==> src/rtl/erc_pkg.sv <==
// ----------------------------------------------------------------------------
// erc_pkg
// shared widths, codes and types of the elevator request controller
// ----------------------------------------------------------------------------
package erc_pkg;

   localparam int FLOOR_COUNT = 16;
   localparam int FLOOR_W     = 5;
   localparam int FLOOR_IDX_W = $clog2(FLOOR_COUNT);
   localparam int CMD_W       = 3;
   localparam int ACT_W       = 3;
   localparam int MODE_W      = 3;
   localparam int TICK_W      = 16;

   localparam logic [TICK_W-1:0] WAIT_RESET = TICK_W'(2000);
   localparam logic [TICK_W-1:0] TICK_MAX   = '1;

   typedef enum logic [CMD_W-1:0] {
      CMD_BUTTON  = 3'd0,
      CMD_OPEN    = 3'd1,
      CMD_OPENED  = 3'd2,
      CMD_DECIDE  = 3'd3,
      CMD_STOPPED = 3'd4,
      CMD_TICK    = 3'd5
   } cmd_type;

   typedef enum logic [ACT_W-1:0] {
      ACT_OPEN    = 3'd0,
      ACT_CLOSE   = 3'd1,
      ACT_MOVE    = 3'd2,
      ACT_STOP    = 3'd3,
      ACT_RELEASE = 3'd4
   } act_type;

   typedef enum logic [MODE_W-1:0] {
      MODE_IDLE     = 3'd0,
      MODE_OPENING  = 3'd1,
      MODE_WAITING  = 3'd2,
      MODE_CLOSING  = 3'd3,
      MODE_DECIDING = 3'd4,
      MODE_MOVING   = 3'd5
   } mode_type;

   typedef struct packed {
      logic               start;
      logic [FLOOR_W-1:0] cabin;
      logic               down;
   } scan_ctl_type;

   typedef struct packed {
      logic               done;
      logic [FLOOR_W-1:0] target;
   } scan_res_type;

endpackage

==> src/rtl/erc_channels.sv <==
// ----------------------------------------------------------------------------
// erc channels
// request and response channel interfaces, valid/ready handshake
// ----------------------------------------------------------------------------
interface erc_req_if;
   logic                         valid;
   logic                         ready;
   logic [erc_pkg::CMD_W-1:0]    command;
   logic [erc_pkg::FLOOR_W-1:0]  button_floor;
   logic [erc_pkg::FLOOR_W-1:0]  cabin_floor;
   logic                         going_down;

   modport source (output valid, command, button_floor, cabin_floor, going_down,
                   input ready);
   modport sink   (input valid, command, button_floor, cabin_floor, going_down,
                   output ready);
endinterface

interface erc_rsp_if;
   logic                         valid;
   logic                         ready;
   logic [erc_pkg::ACT_W-1:0]    action;
   logic [erc_pkg::FLOOR_W-1:0]  target_floor;
   logic [erc_pkg::MODE_W-1:0]   mode_now;

   modport source (output valid, action, target_floor, mode_now, input ready);
   modport sink   (input valid, action, target_floor, mode_now, output ready);
endinterface

==> src/rtl/erc_scan.sv <==
// ----------------------------------------------------------------------------
// erc_scan
// floor-by-floor target search, one floor per cycle through one compare unit
// ----------------------------------------------------------------------------
module erc_scan (
   input  logic                                clock,
   input  logic                                reset,
   input  erc_pkg::scan_ctl_type               ctl,
   input  logic [erc_pkg::FLOOR_COUNT-1:0]     bits,
   output erc_pkg::scan_res_type               res
);

   logic                               busy_ff,  busy_in;
   logic [erc_pkg::FLOOR_W-1:0]        floor_ff, floor_in;
   logic [erc_pkg::FLOOR_COUNT-1:0]    bits_ff,  bits_in;
   logic [erc_pkg::FLOOR_W-1:0]        cabin_ff, cabin_in;
   logic                               down_ff,  down_in;
   logic [erc_pkg::FLOOR_W-1:0]        low_ff,   low_in;
   logic [erc_pkg::FLOOR_W-1:0]        high_ff,  high_in;
   logic                               done_ff,  done_in;
   logic [erc_pkg::FLOOR_W-1:0]        target_ff, target_in;
   logic [erc_pkg::FLOOR_W-1:0]        low_nx, high_nx;
   logic                               last;

   always_comb begin
      low_nx  = low_ff;
      high_nx = high_ff;
      if (bits_ff[0]) begin
         if (floor_ff >= cabin_ff && low_ff == '0) begin
            low_nx = floor_ff;
         end
         if (floor_ff <= cabin_ff) begin
            high_nx = floor_ff;
         end
      end
      last = (floor_ff == erc_pkg::FLOOR_W'(erc_pkg::FLOOR_COUNT));
   end

   always_comb begin
      busy_in   = busy_ff;
      floor_in  = floor_ff;
      bits_in   = bits_ff;
      cabin_in  = cabin_ff;
      down_in   = down_ff;
      low_in    = low_ff;
      high_in   = high_ff;
      done_in   = 1'b0;
      target_in = target_ff;
      if (ctl.start) begin
         busy_in  = 1'b1;
         floor_in = erc_pkg::FLOOR_W'(1);
         bits_in  = bits;
         cabin_in = ctl.cabin;
         down_in  = ctl.down;
         low_in   = '0;
         high_in  = '0;
      end else if (busy_ff) begin
         floor_in = floor_ff + erc_pkg::FLOOR_W'(1);
         bits_in  = bits_ff >> 1;
         low_in   = low_nx;
         high_in  = high_nx;
         if (last) begin
            busy_in = 1'b0;
            done_in = 1'b1;
            if (down_ff) begin
               target_in = (high_nx != '0) ? high_nx : low_nx;
            end else begin
               target_in = (low_nx != '0) ? low_nx : high_nx;
            end
         end
      end
   end

   always_ff @(posedge clock) begin
      if (reset) begin
         busy_ff <= 1'b0;
         done_ff <= 1'b0;
      end else begin
         busy_ff <= busy_in;
         done_ff <= done_in;
      end
      floor_ff  <= floor_in;
      bits_ff   <= bits_in;
      cabin_ff  <= cabin_in;
      down_ff   <= down_in;
      low_ff    <= low_in;
      high_ff   <= high_in;
      target_ff <= target_in;
   end

   assign res.done   = done_ff;
   assign res.target = target_ff;

endmodule

==> src/rtl/elevator_request_controller_top.sv <==
// ----------------------------------------------------------------------------
// elevator_request_controller_top
// elevator controller: request bitmap, door-wait counter and mode sequencer
// ----------------------------------------------------------------------------
// timing: a response is registered and appears in the cycle after the beat that
//   produced it; a decide report that needs a target search passes the scan
//   unit, which visits one floor per cycle, its done register and the response register
// throughput: one beat per cycle while the response is not stalled, none while a search runs
// reset: mode idle, no requests, wait count zero, wait_ticks 2000
// ----------------------------------------------------------------------------
module elevator_request_controller_top (
   input  logic                        clock,
   input  logic                        reset,
   erc_req_if.sink                     req_if,
   erc_rsp_if.source                   rsp_if,
   input  logic                        csr_wr_en,
   input  logic [erc_pkg::TICK_W-1:0]  csr_wr_data
);

   typedef enum logic {
      ST_READY,
      ST_SCAN
   } state_type;

   state_type                          state_ff,   state_in;
   erc_pkg::mode_type                  mode_ff,    mode_in;
   logic [erc_pkg::FLOOR_COUNT-1:0]    bits_ff,    bits_in;
   logic [erc_pkg::TICK_W-1:0]         wcount_ff,  wcount_in;
   logic [erc_pkg::TICK_W-1:0]         wticks_ff,  wticks_in;
   logic                               rvalid_ff,  rvalid_in;
   erc_pkg::act_type                   ract_ff,    ract_in;
   logic [erc_pkg::FLOOR_W-1:0]        rtarget_ff, rtarget_in;
   erc_pkg::mode_type                  rmode_ff,   rmode_in;

   erc_pkg::scan_ctl_type              scan_ctl;
   erc_pkg::scan_res_type              scan_res;

   logic                               accept;
   logic                               out_free;
   logic                               btn_ok, cab_ok;
   logic [erc_pkg::FLOOR_W-1:0]        btn_m1, cab_m1;
   logic [erc_pkg::FLOOR_IDX_W-1:0]    btn_idx, cab_idx;
   logic                               cab_req;
   logic                               can_open;
   logic [erc_pkg::TICK_W-1:0]         wcount_inc;

   erc_scan u_scan (
      .clock (clock),
      .reset (reset),
      .ctl   (scan_ctl),
      .bits  (bits_ff),
      .res   (scan_res)
   );

   assign out_free      = !rvalid_ff || rsp_if.ready;
   assign req_if.ready  = (state_ff == ST_READY) && out_free;
   assign accept        = req_if.valid && req_if.ready;

   assign btn_ok  = (req_if.button_floor != '0) &&
                    (req_if.button_floor <= erc_pkg::FLOOR_W'(erc_pkg::FLOOR_COUNT));
   assign cab_ok  = (req_if.cabin_floor != '0) &&
                    (req_if.cabin_floor <= erc_pkg::FLOOR_W'(erc_pkg::FLOOR_COUNT));
   assign btn_m1  = req_if.button_floor - erc_pkg::FLOOR_W'(1);
   assign cab_m1  = req_if.cabin_floor - erc_pkg::FLOOR_W'(1);
   assign btn_idx = btn_m1[erc_pkg::FLOOR_IDX_W-1:0];
   assign cab_idx = cab_m1[erc_pkg::FLOOR_IDX_W-1:0];
   assign cab_req = cab_ok && bits_ff[cab_idx];
   assign can_open = (mode_ff == erc_pkg::MODE_DECIDING) ||
                     (mode_ff == erc_pkg::MODE_CLOSING)  ||
                     (mode_ff == erc_pkg::MODE_WAITING)  ||
                     (mode_ff == erc_pkg::MODE_IDLE);
   assign wcount_inc = (wcount_ff < erc_pkg::TICK_MAX) ?
                       wcount_ff + erc_pkg::TICK_W'(1) : wcount_ff;

   always_comb begin
      state_in       = state_ff;
      mode_in        = mode_ff;
      bits_in        = bits_ff;
      wcount_in      = wcount_ff;
      wticks_in      = csr_wr_en ? csr_wr_data : wticks_ff;
      rvalid_in      = rvalid_ff && !rsp_if.ready;
      ract_in        = ract_ff;
      rtarget_in     = rtarget_ff;
      rmode_in       = rmode_ff;
      scan_ctl.start = 1'b0;
      scan_ctl.cabin = req_if.cabin_floor;
      scan_ctl.down  = req_if.going_down;

      unique case (state_ff)
         ST_READY: begin
            if (accept) begin
               unique case (req_if.command)
                  erc_pkg::CMD_BUTTON: begin
                     if (btn_ok) begin
                        bits_in[btn_idx] = 1'b1;
                        if (mode_ff == erc_pkg::MODE_IDLE ||
                            (mode_ff == erc_pkg::MODE_CLOSING &&
                             req_if.button_floor == req_if.cabin_floor)) begin
                           mode_in    = erc_pkg::MODE_OPENING;
                           rvalid_in  = 1'b1;
                           ract_in    = erc_pkg::ACT_OPEN;
                           rtarget_in = '0;
                           rmode_in   = erc_pkg::MODE_OPENING;
                        end else if (req_if.button_floor == req_if.cabin_floor) begin
                           bits_in[btn_idx] = 1'b0;
                           rvalid_in  = 1'b1;
                           ract_in    = erc_pkg::ACT_RELEASE;
                           rtarget_in = req_if.button_floor;
                           rmode_in   = mode_ff;
                        end
                     end
                  end
                  erc_pkg::CMD_OPEN: begin
                     if (mode_ff == erc_pkg::MODE_CLOSING ||
                         mode_ff == erc_pkg::MODE_IDLE) begin
                        mode_in    = erc_pkg::MODE_OPENING;
                        rvalid_in  = 1'b1;
                        ract_in    = erc_pkg::ACT_OPEN;
                        rtarget_in = '0;
                        rmode_in   = erc_pkg::MODE_OPENING;
                     end
                  end
                  erc_pkg::CMD_OPENED: begin
                     if (mode_ff == erc_pkg::MODE_OPENING) begin
                        mode_in   = erc_pkg::MODE_WAITING;
                        wcount_in = '0;
                        if (cab_ok) begin
                           bits_in[cab_idx] = 1'b0;
                        end
                        rvalid_in  = 1'b1;
                        ract_in    = erc_pkg::ACT_RELEASE;
                        rtarget_in = req_if.cabin_floor;
                        rmode_in   = erc_pkg::MODE_WAITING;
                     end
                  end
                  erc_pkg::CMD_DECIDE: begin
                     if (mode_ff == erc_pkg::MODE_MOVING ||
                         mode_ff == erc_pkg::MODE_CLOSING) begin
                        mode_in = erc_pkg::MODE_DECIDING;
                        if (cab_req) begin
                           rvalid_in  = 1'b1;
                           ract_in    = erc_pkg::ACT_STOP;
                           rtarget_in = '0;
                           rmode_in   = erc_pkg::MODE_DECIDING;
                        end else begin
                           scan_ctl.start = 1'b1;
                           state_in       = ST_SCAN;
                        end
                     end
                  end
                  erc_pkg::CMD_STOPPED: begin
                     if (can_open) begin
                        mode_in    = erc_pkg::MODE_OPENING;
                        rvalid_in  = 1'b1;
                        ract_in    = erc_pkg::ACT_OPEN;
                        rtarget_in = '0;
                        rmode_in   = erc_pkg::MODE_OPENING;
                     end
                  end
                  erc_pkg::CMD_TICK: begin
                     if (mode_ff == erc_pkg::MODE_WAITING) begin
                        if (wcount_inc >= wticks_ff) begin
                           wcount_in  = '0;
                           mode_in    = erc_pkg::MODE_CLOSING;
                           rvalid_in  = 1'b1;
                           ract_in    = erc_pkg::ACT_CLOSE;
                           rtarget_in = '0;
                           rmode_in   = erc_pkg::MODE_CLOSING;
                        end else begin
                           wcount_in = wcount_inc;
                        end
                     end
                  end
                  default: begin
                  end
               endcase
            end
         end
         ST_SCAN: begin
            if (scan_res.done) begin
               state_in = ST_READY;
               if (scan_res.target != '0) begin
                  mode_in    = erc_pkg::MODE_MOVING;
                  rvalid_in  = 1'b1;
                  ract_in    = erc_pkg::ACT_MOVE;
                  rtarget_in = scan_res.target;
                  rmode_in   = erc_pkg::MODE_MOVING;
               end else begin
                  mode_in = erc_pkg::MODE_IDLE;
               end
            end
         end
         default: begin
            state_in = ST_READY;
         end
      endcase
   end

   always_ff @(posedge clock) begin
      if (reset) begin
         state_ff  <= ST_READY;
         mode_ff   <= erc_pkg::MODE_IDLE;
         bits_ff   <= '0;
         wcount_ff <= '0;
         wticks_ff <= erc_pkg::WAIT_RESET;
         rvalid_ff <= 1'b0;
      end else begin
         state_ff  <= state_in;
         mode_ff   <= mode_in;
         bits_ff   <= bits_in;
         wcount_ff <= wcount_in;
         wticks_ff <= wticks_in;
         rvalid_ff <= rvalid_in;
      end
      ract_ff    <= ract_in;
      rtarget_ff <= rtarget_in;
      rmode_ff   <= rmode_in;
   end

   assign rsp_if.valid        = rvalid_ff;
   assign rsp_if.action       = ract_ff;
   assign rsp_if.target_floor = rtarget_ff;
   assign rsp_if.mode_now     = rmode_ff;

endmodule
==> src/flat_wrapper.sv <==
// flat-port wrapper written by rule: the top's interface ports become plain ports
module elevator_request_controller_top_flat 
  (clock, reset, csr_wr_en, csr_wr_data, req_if_valid, req_if_command, req_if_button_floor, req_if_cabin_floor, req_if_going_down, req_if_ready, rsp_if_valid, rsp_if_action, rsp_if_target_floor, rsp_if_mode_now, rsp_if_ready);
  erc_req_if req_if_i ();
  erc_rsp_if rsp_if_i ();
  input  logic clock;
  input  logic reset;
  input  logic csr_wr_en;
  input  logic [erc_pkg::TICK_W-1:0] csr_wr_data;
  input wire logic [$bits(req_if_i.valid)-1:0] req_if_valid;
  input wire logic [$bits(req_if_i.command)-1:0] req_if_command;
  input wire logic [$bits(req_if_i.button_floor)-1:0] req_if_button_floor;
  input wire logic [$bits(req_if_i.cabin_floor)-1:0] req_if_cabin_floor;
  input wire logic [$bits(req_if_i.going_down)-1:0] req_if_going_down;
  output wire logic [$bits(req_if_i.ready)-1:0] req_if_ready;
  output wire logic [$bits(rsp_if_i.valid)-1:0] rsp_if_valid;
  output wire logic [$bits(rsp_if_i.action)-1:0] rsp_if_action;
  output wire logic [$bits(rsp_if_i.target_floor)-1:0] rsp_if_target_floor;
  output wire logic [$bits(rsp_if_i.mode_now)-1:0] rsp_if_mode_now;
  input wire logic [$bits(rsp_if_i.ready)-1:0] rsp_if_ready;
  assign req_if_i.valid = req_if_valid;
  assign req_if_i.command = req_if_command;
  assign req_if_i.button_floor = req_if_button_floor;
  assign req_if_i.cabin_floor = req_if_cabin_floor;
  assign req_if_i.going_down = req_if_going_down;
  assign req_if_ready = req_if_i.ready;
  assign rsp_if_valid = rsp_if_i.valid;
  assign rsp_if_action = rsp_if_i.action;
  assign rsp_if_target_floor = rsp_if_i.target_floor;
  assign rsp_if_mode_now = rsp_if_i.mode_now;
  assign rsp_if_i.ready = rsp_if_ready;
  elevator_request_controller_top u_core (.clock(clock), .reset(reset), .req_if(req_if_i), .rsp_if(rsp_if_i), .csr_wr_en(csr_wr_en), .csr_wr_data(csr_wr_data));
endmodule
==> config.mk <==
export PLATFORM = sky130hd
export DESIGN_NAME = elevator_request_controller_top_flat
export DESIGN_NICKNAME = d
export VERILOG_FILES = /design/src/rtl/erc_pkg.sv /design/src/rtl/erc_channels.sv /design/src/rtl/erc_scan.sv /design/src/rtl/elevator_request_controller_top.sv /design/src/flat_wrapper.sv
export SDC_FILE = /design/constraint.sdc
export NUM_CORES = 1
export LEC_CHECK = 0
export BUFFER_PORTS_ARGS = -buffer_cell sky130_fd_sc_hd__buf_2
export CORE_AREA = 2 2 152 154
export DETAILED_ROUTE_END_ITERATION = 10
export DIE_AREA = 0 0 154 156
export GPL_TIMING_DRIVEN = 0
export SLEW_MARGIN = 25
export SYNTH_ARGS = -nofsm -noshare
export SYNTH_HDL_FRONTEND = slang
export SYNTH_SLANG_ARGS = --single-unit
==> constraint.sdc <==
create_clock -name clock -period 4.2 [get_ports clock]
set_clock_uncertainty 0.2 [all_clocks]
set_input_delay 0.84 -clock clock [delete_from_list [all_inputs] [get_ports clock]]
set_output_delay 0.84 -clock clock [all_outputs]
set_load 0.01 [all_outputs]
Yosys cells after proc, flatten, opt, wreduce, memory -nomap -nowiden
Cells that the tools add are included.

Add/sub/neg operators: 4. $lt $le $gt $ge: 10. Equality and inequality tests: 30. Mux-type cells: 105. Bitwise operators: 8. Reduce and logical (&&, ||, !) cells: 36.

Operators with widths (count): $mux W16 (11); $mux W5 (20); $mux W3 (32); $pmux W16 S2 (2); $pmux W3 S6 (3); $and A16 B16 Y16 (2); $not A16 Y16 (2); $pmux W5 S6 (1); $mux W1 (26); $reduce_bool A5 Y1 (5); $ne A3 B3 Y1 const B (6); $pmux W3 S2 (3); $add A16 B1 Y16 const B (1); $ge A16 B16 Y1 (1); $lt A16 B16 Y1 const B (1); $or A16 B16 Y16 (1); $reduce_and A13 Y1 (1); $eq A3 B2 Y1 const B (4); $eq A3 B3 Y1 const B (4); $reduce_and A11 Y1 (1); $le A5 B5 Y1 const B (2); $logic_and A1 B1 Y1 (10); $lt A4 B5 Y1 const B (2); $ne A2 B1 Y1 const B (5); other kinds (27) (47).

Register bits after elaboration: 108. Input bits: 35. Output and inout port bits: 13. Word-level logic and storage cells: 211.

Depth between registers and ports, before layout
Gate-level depths: netlist of run 1.

Depth in word-level cells: 11. Gate-level depth with buffers: 15. Depth with buffers taken out: 13.

By module
Synthesis of run 1 repeated with hierarchy kept, for this count alone.

Cells, all modules: 795. Area, all modules: 6891.6 um^2.

By module, submodules not included: elevator_request_controller_top (instances 1, cells an instance 588, area each 4614.4 um^2, sequential area each 1391.3 um^2); erc_scan (instances 1, cells an instance 207, area each 2277.2 um^2, sequential area each 1151.1 um^2).

Worst setup path after synthesis of run 1
No wires, ideal clock.

Path type: register -> register. Start point: register u_core.wcount_ff[0] in the netlist's numbering. End point: register u_core.ract_ff[0] (netlist: u_core.rsp_if.action[0]) (enable). Library setup time: 0.400 ns. Arrival: 3.653 ns. Required time: 3.600 ns. Slack: -0.053 ns. Cell stages (with the launch flop): 14. Buffers on the path: 1. Clock period less this slack: 4.253 ns. Cell sequence: dfxtp_1 -> ha_1 -> nand3_1 -> or3_1 -> or3_1 -> buf_2 -> mux2_2 -> ha_1 -> nor2b_1 -> o211a_1 -> o311ai_1 -> nand4_1 -> nand2_1 -> a311oi_1.

Word-level cells in the longest chain between the ends: 5. Elaborated cells on any way between the ends: 6. Classes of those cells: add/sub (1); order compare (2); eq/ne (1); mux (1); reduce/logical (1).

Ends and longest elaborated chain: start, declared (RTL line elevator_request_controller_top.sv:28) `logic [erc_pkg::TICK_W-1:0] wcount_ff, wcount_in;`; start signal, assigned (RTL line elevator_request_controller_top.sv:211) `wcount_ff <= wcount_in;`; $add A16 B1 Y16 / $lt A16 B16 Y1 (equally long branches) (RTL line elevator_request_controller_top.sv:73, elevator_request_controller_top.sv:72); $mux W16 (*) (RTL line elevator_request_controller_top.sv:72) `assign wcount_inc = (wcount_ff < erc_pkg::TICK_MAX) ?`; $ge A16 B16 Y1 (*) (RTL line elevator_request_controller_top.sv:162) `if (wcount_inc >= wticks_ff) begin`; $ne A3 B3 Y1 (no source line) (*); $reduce_and A13 Y1 (no source line) (*); end signal, assigned (RTL line elevator_request_controller_top.sv:215) `ract_ff <= ract_in;`; end, declared (RTL line elevator_request_controller_top.sv:31) `erc_pkg::act_type ract_ff, ract_in;`.

Mark *: on every way between the ends. The rest lies on a longest branch, timed or not. A chain may end at the register's enable or synchronous reset.

Worst setup path in the final report of run 1
Start point: register u_core.wcount_ff[0] in the netlist's numbering. End point: register u_core.wcount_ff[0] in the netlist's numbering.

Word-level cells in the longest chain between the ends: 6. Elaborated cells on any way between the ends: 7. Classes of those cells: add/sub (1); order compare (2); mux (4).

Ends and longest elaborated chain: $add A16 B1 Y16 / $lt A16 B16 Y1 (equally long branches) (RTL line elevator_request_controller_top.sv:73, elevator_request_controller_top.sv:72); $mux W16 (*) (RTL line elevator_request_controller_top.sv:72); $ge A16 B16 Y1 (RTL line elevator_request_controller_top.sv:162); $mux W16 (*) (RTL line elevator_request_controller_top.sv:162); $mux W16 (*) (RTL line elevator_request_controller_top.sv:161) `if (mode_ff == erc_pkg::MODE_WAITING) begin`; $pmux W16 S2 (*) (RTL line elevator_request_controller_top.sv:92) `unique case (req_if.command)`.

Mark *: on every way between the ends. The rest lies on a longest branch, timed or not. The select of a mux whose other input is x is not followed.

==> results of run 1 <==
Yosys cell counts (all sizes together), types with 5 or more instances:
library cell  instances  area, sq um
a32o                 10          100
or3                   6         37.5
ha                   28          350
edfxtp               38         1140
xor2                 13          114
a211oi                9         67.6
nor3b                 7         52.6
dfxtp                70         1400
nor2                 62          233
a311oi                5         43.8
nand4                11         75.1
mux2i                21          210
mux2                 17          191
nand2                55          206
and3                  6         37.5
nor3                 22          115
xnor2                12          105
buf                  20          134
a31oi                20          125
o21ai                36          180
clkbuf               33          124
nand2b               12         75.1
or2                   6         37.5
a22oi                 8         65.1
a21oi                41          205
o22ai                 8         50.1
nor2b                17          106
o21a                 15          113
inv                  33          124
nand3                24          125
o211ai                7         52.6
nor4                  7         43.8
a22o                  9         78.8
o31ai                 6         45.0
worst min path at each step:
stage	slack [ns]	endpoint	cells past startpoint
floorplan	0.24	u_core.u_scan.high_ff[3]	2
global route	0.31	u_core.u_scan.high_ff[1]	2
detailed placement	0.27	u_core.u_scan.high_ff[0]	2
global placement	0.26	u_core.u_scan.high_ff[0]	2
finish	0.27	u_core.u_scan.high_ff[1]	2
CTS	0.28	u_core.u_scan.high_ff[0]	2
final cells by class:
cell class,instances,area share (%)
flip-flops and latches,108,33.4
clock buffers,10,3.01
repair buffers,44,3.12
plain buffers,53,3.40
well taps,285,4.68
diodes,1,0.0329
inverters,34,1.68
multi-input cells,550,50.0
clock inverters,6,0.624
stage by stage:
| step | total power [W] | hold slack, ns | setup TNS [ns] | instance area, sq um |
|---|---|---|---|---|
| after CTS | 0.00232 | 0.278 | 0 | 7570 |
| after global routing | 0.00240 | 0.311 | 0 | 7610 |
| final | 0.00230 | 0.275 | 0 | 7620 |
| after global placement | 0.00148 | 0.260 | -9.27 | 7230 |
| after floorplan | 0.00138 | 0.242 | 0 | 6670 |
| after detailed placement | 0.00148 | 0.267 | -8.66 | 7230 |
power breakdown:
group	switching [W]	total, W	leakage (nW)	internal, W
Clock	0.000419	0.000829	0.139	0.000410
Combinational	0.000212	0.000336	1.77	0.000125
Sequential	0.0000194	0.00114	0.908	0.00112
Total	0.000650	0.00230	2.82	0.00165
what timing repair did:
action                     in CTS  in global routing
setup endpoints to repair      28                 28
setup buffers                   2                  0
resized for setup               8                  9
pin swaps                       2                  0
worst max-delay path, stage by stage, from the launching register on:
cell and delay (ns):
dfxtp_2 0.42, ha_4 0.19, nand3_1 0.11, or3_4 0.38
or3_1 0.32, buf_2 0.19, mux2_2 0.29, ha_1 0.29
nor2b_1 0.14, o211a_1 0.24, o311ai_4 0.33, nand4b_1 0.21
buf_2 0.24, o31ai_2 0.25, a22o_1 0.18
kinds of logic after synthesis:
group           share of synthesized area, %
flops                                   38.2
xor+xnor                                3.29
buf+inv                                 5.79
simple gates                            19.5
mux                                     7.38
fa+ha+maj                               5.26
compound gates                          20.6
layer usage:
| layer | vias to the layer above | global-route usage [%] | wire (microns) |
|---|---|---|---|
| li1 | 2880 | - | - |
| met2 | 196 | 24.1 | 8120 |
| met4 | 0 | 4.54 | 353 |
| met5 | - | 0 | 0 |
| met3 | 18 | 2.78 | 959 |
| met1 | 2754 | 21.0 | 8650 |
==> flow_metrics.env, run 1 <==
export IMPL_critical_path_max_fanout=10
export IMPL_cts_made_buffers=9
export IMPL_drt_iter0_drc=588
export IMPL_grt_max_degree=19
export IMPL_worstSetupPathType="flip-flop to flip-flop"
export IMPL_critPathCapture="u_core.wcount_ff[0]"
export IMPL_final_min_clock_period_ns=4.02
export IMPL_synth_edf_count=38
export IMPL_htree_levels=3
export IMPL_drc_errors=0
export IMPL_num_rows=55
export IMPL_fmaxAchievable_mhz=249
export IMPL_ys_seq_area_share_pct=38.2
export IMPL_first_global_vias=5453
export IMPL_setup_viol=0
export IMPL_firstDrtPassIters=5
export IMPL_vias=5848
export IMPL_wire_per_inst_microns=16.6
export IMPL_start_util_pct=29.8
export IMPL_area_growth_pct=14.4
export IMPL_synthArstFlopShare_pct=0
export IMPL_dp_cells=1072
export IMPL_syn_avg_cell_area_sq_um=8.94
export IMPL_clock_latency_ns=0.36
export IMPL_rsz0062_at_grt="false"
export IMPL_syn_area_sq_um=6660
export IMPL_cts_sink_count=108
export IMPL_reg2regPathDepth=14
export IMPL_regArea_sq_um=2550
export IMPL_maxCapViolations=0
export IMPL_p_per_area_nw_per_um2=302
export IMPL_drive_above_1_share_pct=14.3
export IMPL_cts_tree="built"
export IMPL_yosysUniqueCellTypes=73
export IMPL_vdd_drop_max_mv=0.183
export IMPL_endpoint_kind="flip-flop"
export IMPL_multi_input_area_sq_um=3810
export IMPL_critPathArrivalTime_ns=4.12
export IMPL_dp_hpwl_microns=13500
export IMPL_postRouteWirelength_microns=18100
export IMPL_grt_pass1_wl_microns=29300
export IMPL_port_buffers=42
export IMPL_reg2reg_slack_ns=0.18
export IMPL_yosysWarnings=0
export IMPL_antenna_found_initial=1
export IMPL_ys_ff_latch=108
export IMPL_dpl_worst_slack_ns=-0.477
export IMPL_crit_start="u_core.wcount_ff[0]"
export IMPL_cts_hold_fix_buffers=0
export IMPL_p_leak_nw=2.82
export IMPL_postLayoutCoreUtil_pct=34.1
export IMPL_ios=48
export IMPL_slew_viol_final=0
export IMPL_final_common_cell="dfxtp_1"
export IMPL_stdcell_count=1091
export IMPL_ys_flop_type="dfxtp_1"
export IMPL_ant_nets=0
export IMPL_synth_nets=808
export IMPL_clk_pin_slew_ns=0.08
export IMPL_fillers=2268
export IMPL_core_area_sq_um=22400
export IMPL_die_area_sq_um=24000
export IMPL_die_w_microns=154
export IMPL_grt_ovfl_total=0
export IMPL_grt_total_usage_pct=15.2
export IMPL_die_h_microns=156
export IMPL_period_share_pct=95.6
export IMPL_min_delay_start="u_core.u_scan.high_ff[1]"
export IMPL_ctsLongestPathBuffers=2
export IMPL_slew_headroom_pct=39.5
export IMPL_r2r_end="u_core.wcount_ff[0]"
export IMPL_final_nets=863
export IMPL_hold_path_class="flip-flop to flip-flop"
export IMPL_gp_routability_congestion=0.914
export IMPL_drt_vias_per_instance=5.36
export IMPL_worstReg2RegStart="u_core.wcount_ff[0]"
export IMPL_worstMarginPinSlew_ns=0.902
export IMPL_critical_path_required_ns=4.30
export IMPL_cts_root_buf="clkbuf_16"
export IMPL_crit_path_start_kind="flip-flop"
export IMPL_worst_slack_ns=0.183
export IMPL_layout_common_cells="dfxtp_1, nor2_1, nand2_1"
export IMPL_synthCells=745
export IMPL_hold_violations=0
export IMPL_status="finished, final reports clean"
(Power assumes the default switching activity.)
==> inputs of run 2 (changes only) <==
- CTS_BUF_LIST: unset -> sky130_fd_sc_hd__clkbuf_4 sky130_fd_sc_hd__clkbuf_8 sky130_fd_sc_hd__clkbuf_16
==> flow_metrics.env, run 2 (synthesis results as in run 1) <==
export IMPL_p_leak_nw=2.82
export IMPL_htree_levels=3
export IMPL_slew_headroom_pct=39.6
export IMPL_crit_path_start_kind="flip-flop"
export IMPL_critical_path_required_ns=4.30
export IMPL_die_area_sq_um=24000
export IMPL_p_per_area_nw_per_um2=303
export IMPL_wire_per_inst_microns=16.5
export IMPL_grt_max_degree=19
export IMPL_final_nets=863
export IMPL_drive_above_1_share_pct=14.3
export IMPL_path_common_cell="buf_2"
export IMPL_setup_tns_ns=0
export IMPL_cts_tree="built"
export IMPL_critical_path_depth=13
export IMPL_rsz0062_at_grt="false"
export IMPL_r2r_end="u_core.wcount_ff[0]"
export IMPL_endpoint_kind="flip-flop"
export IMPL_critical_path_max_fanout=10
export IMPL_clockPowerShare_pct=36.2
export IMPL_critPathArrivalTime_ns=4.11
export IMPL_cts_made_buffers=9
export IMPL_cts_root_buf="clkbuf_16"
export IMPL_crit_chain="nand4_2 > or3_4 > or3_1 > buf_2 > mux2_2 > ha_1 > nor2b_1 > o211a_1 > o311ai_4 > nand4b_1 > buf_2 > o31ai_2 > a22o_1"
export IMPL_worst_slack_ns=0.190
export IMPL_final_min_clock_period_ns=4.01
export IMPL_worstSetupPathType="flip-flop to flip-flop"
export IMPL_grt_pass1_wl_microns=29300
export IMPL_fmaxAchievable_mhz=249
export IMPL_cts_sink_count=108
export IMPL_hold_path_class="flip-flop to flip-flop"
export IMPL_clock_latency_ns=0.36
export IMPL_worstReg2RegStart="u_core.wcount_ff[6]"
export IMPL_worstMarginPinSlew_ns=0.899
export IMPL_first_global_vias=5454
export IMPL_ant_nets=0
export IMPL_drt_iter0_drc=585
export IMPL_num_rows=55
export IMPL_drc_errors=0
export IMPL_period_share_pct=95.5
export IMPL_grt_total_usage_pct=15.2
export IMPL_die_h_microns=156
export IMPL_start_util_pct=29.8
export IMPL_switching_share_pct=28.2
export IMPL_cpPeakStageDelay_ns=0.46
export IMPL_slew_viol_final=0
export IMPL_finalHoldWorstSlack_ns=0.276
export IMPL_reg2regPathDepth=13
export IMPL_ctsLongestPathBuffers=2
export IMPL_dp_hpwl_microns=13500
export IMPL_ios=48
export IMPL_setup_viol=0
export IMPL_status="finished, final reports clean"
export IMPL_reg2reg_slack_ns=0.19
export IMPL_area_growth_pct=14.3
export IMPL_hold_violations=0
export IMPL_path_buf_inv=2
export IMPL_critPathTopFamily="simple AND/OR/NAND/NOR gates"
export IMPL_clk_pin_slew_ns=0.08
export IMPL_port_buffers=42
export IMPL_layout_common_cells="dfxtp_1, nor2_1, nand2_1"
export IMPL_dpl_worst_slack_ns=-0.477
export IMPL_gp_routability_congestion=0.914
export IMPL_combPwrFrac_pct=14.6
export IMPL_power_switching_w=0.000650
export IMPL_drt_vias_per_instance=5.34
export IMPL_multi_input_area_sq_um=3800
export IMPL_grt_ovfl_total=0
export IMPL_vias=5827
export IMPL_postLayoutCoreUtil_pct=34.0
export IMPL_core_area_sq_um=22400
export IMPL_final_cell_area_sq_um=7610
export IMPL_antenna_found_initial=1
export IMPL_firstDrtPassIters=5
export IMPL_p_seq_share_pct=49.2
export IMPL_internal_power_w=0.00166
export IMPL_crit_start="u_core.wcount_ff[6]"
export IMPL_vdd_drop_max_mv=0.184
export IMPL_cp_slowest_cell="or3_4"
export IMPL_final_common_cell="dfxtp_1"
export IMPL_die_w_microns=154
export IMPL_dpl_instance_area_sq_um=7230
export IMPL_critPathCapture="u_core.wcount_ff[0]"
export IMPL_fillers=2269
export IMPL_regArea_sq_um=2550
export IMPL_postRouteWirelength_microns=18000
export IMPL_maxCapViolations=0
[run 2: cell counts in the layout (fill, tap and decap cells not counted)]
No cell type changed its count.
[run 2: through the flow]
stage | cells | power, W
2_1_floorplan | 745 | 0.00138
3_3_place_gp | 1072 | 0.00148
3_5_place_dp | 1072 | 0.00148
4_1_cts | 1090 | 0.00233
5_1_grt | 1090 | 0.00241
6_report | 1091 | 0.00231
[run 2: worst min-delay path by stage]
stage,from,end,slack [ns],cells after the start
final,u_core.u_scan.high_ff[1],u_core.u_scan.high_ff[1],0.28,2
after CTS,u_core.u_scan.high_ff[0],u_core.u_scan.high_ff[0],0.28,2
after global routing,u_core.u_scan.high_ff[1],u_core.u_scan.high_ff[1],0.31,2
after detailed placement,u_core.u_scan.high_ff[0],u_core.u_scan.high_ff[0],0.27,2
after global placement,u_core.u_scan.high_ff[0],u_core.u_scan.high_ff[0],0.26,2
after floorplan,u_core.u_scan.high_ff[3],u_core.u_scan.high_ff[3],0.24,2
[run 2: layout make-up]
class / instances / area share (%)
multi-input combinational: 550 / 49.9
sequential: 108 / 33.5
tap: 285 / 4.68
buffer: 53 / 3.40
timing repair buffer: 44 / 3.12
clock buffer: 10 / 3.06
inverter: 34 / 1.68
clock inverter: 6 / 0.624
antenna: 1 / 0.0329
[run 2: power by group through the flow]
stage / sequential [W] / combinational (W) / clock, W
after floorplan: 0.00116 / 0.000223 / 0
after global placement: 0.00116 / 0.000321 / 0
after detailed placement: 0.00116 / 0.000323 / 0
after CTS: 0.00114 / 0.000332 / 0.000861
after global routing: 0.00114 / 0.000375 / 0.000897
final: 0.00114 / 0.000336 / 0.000836
[run 2: worst register-to-register path, cell delays in order, from the launching register on]
cell	delay [ns]
dfxtp_1	0.42
nand4_2	0.21
or3_4	0.46
or3_1	0.31
buf_2	0.19
mux2_2	0.29
ha_1	0.29
nor2b_1	0.14
o211a_1	0.24
o311ai_4	0.32
nand4b_1	0.22
buf_2	0.24
o31ai_2	0.26
a22o_1	0.18
[run 2: timing repair]
item                       in CTS  in global routing
hold buffers                    0                  0
pin swaps                       2                  0
setup endpoints to repair      28                 28
resized for setup               8                  8
setup buffers                   2                  0
[run 2: per-layer routing]
metal / global-route usage (%) / up-vias / share of wire, %
met1: 20.9 / 2723 / 47
met4: 4.54 / 0 / 2.1
met2: 24.2 / 192 / 45
met5: 0 / - / 0
li1: - / 2890 / -
met3: 2.78 / 22 / 5.9
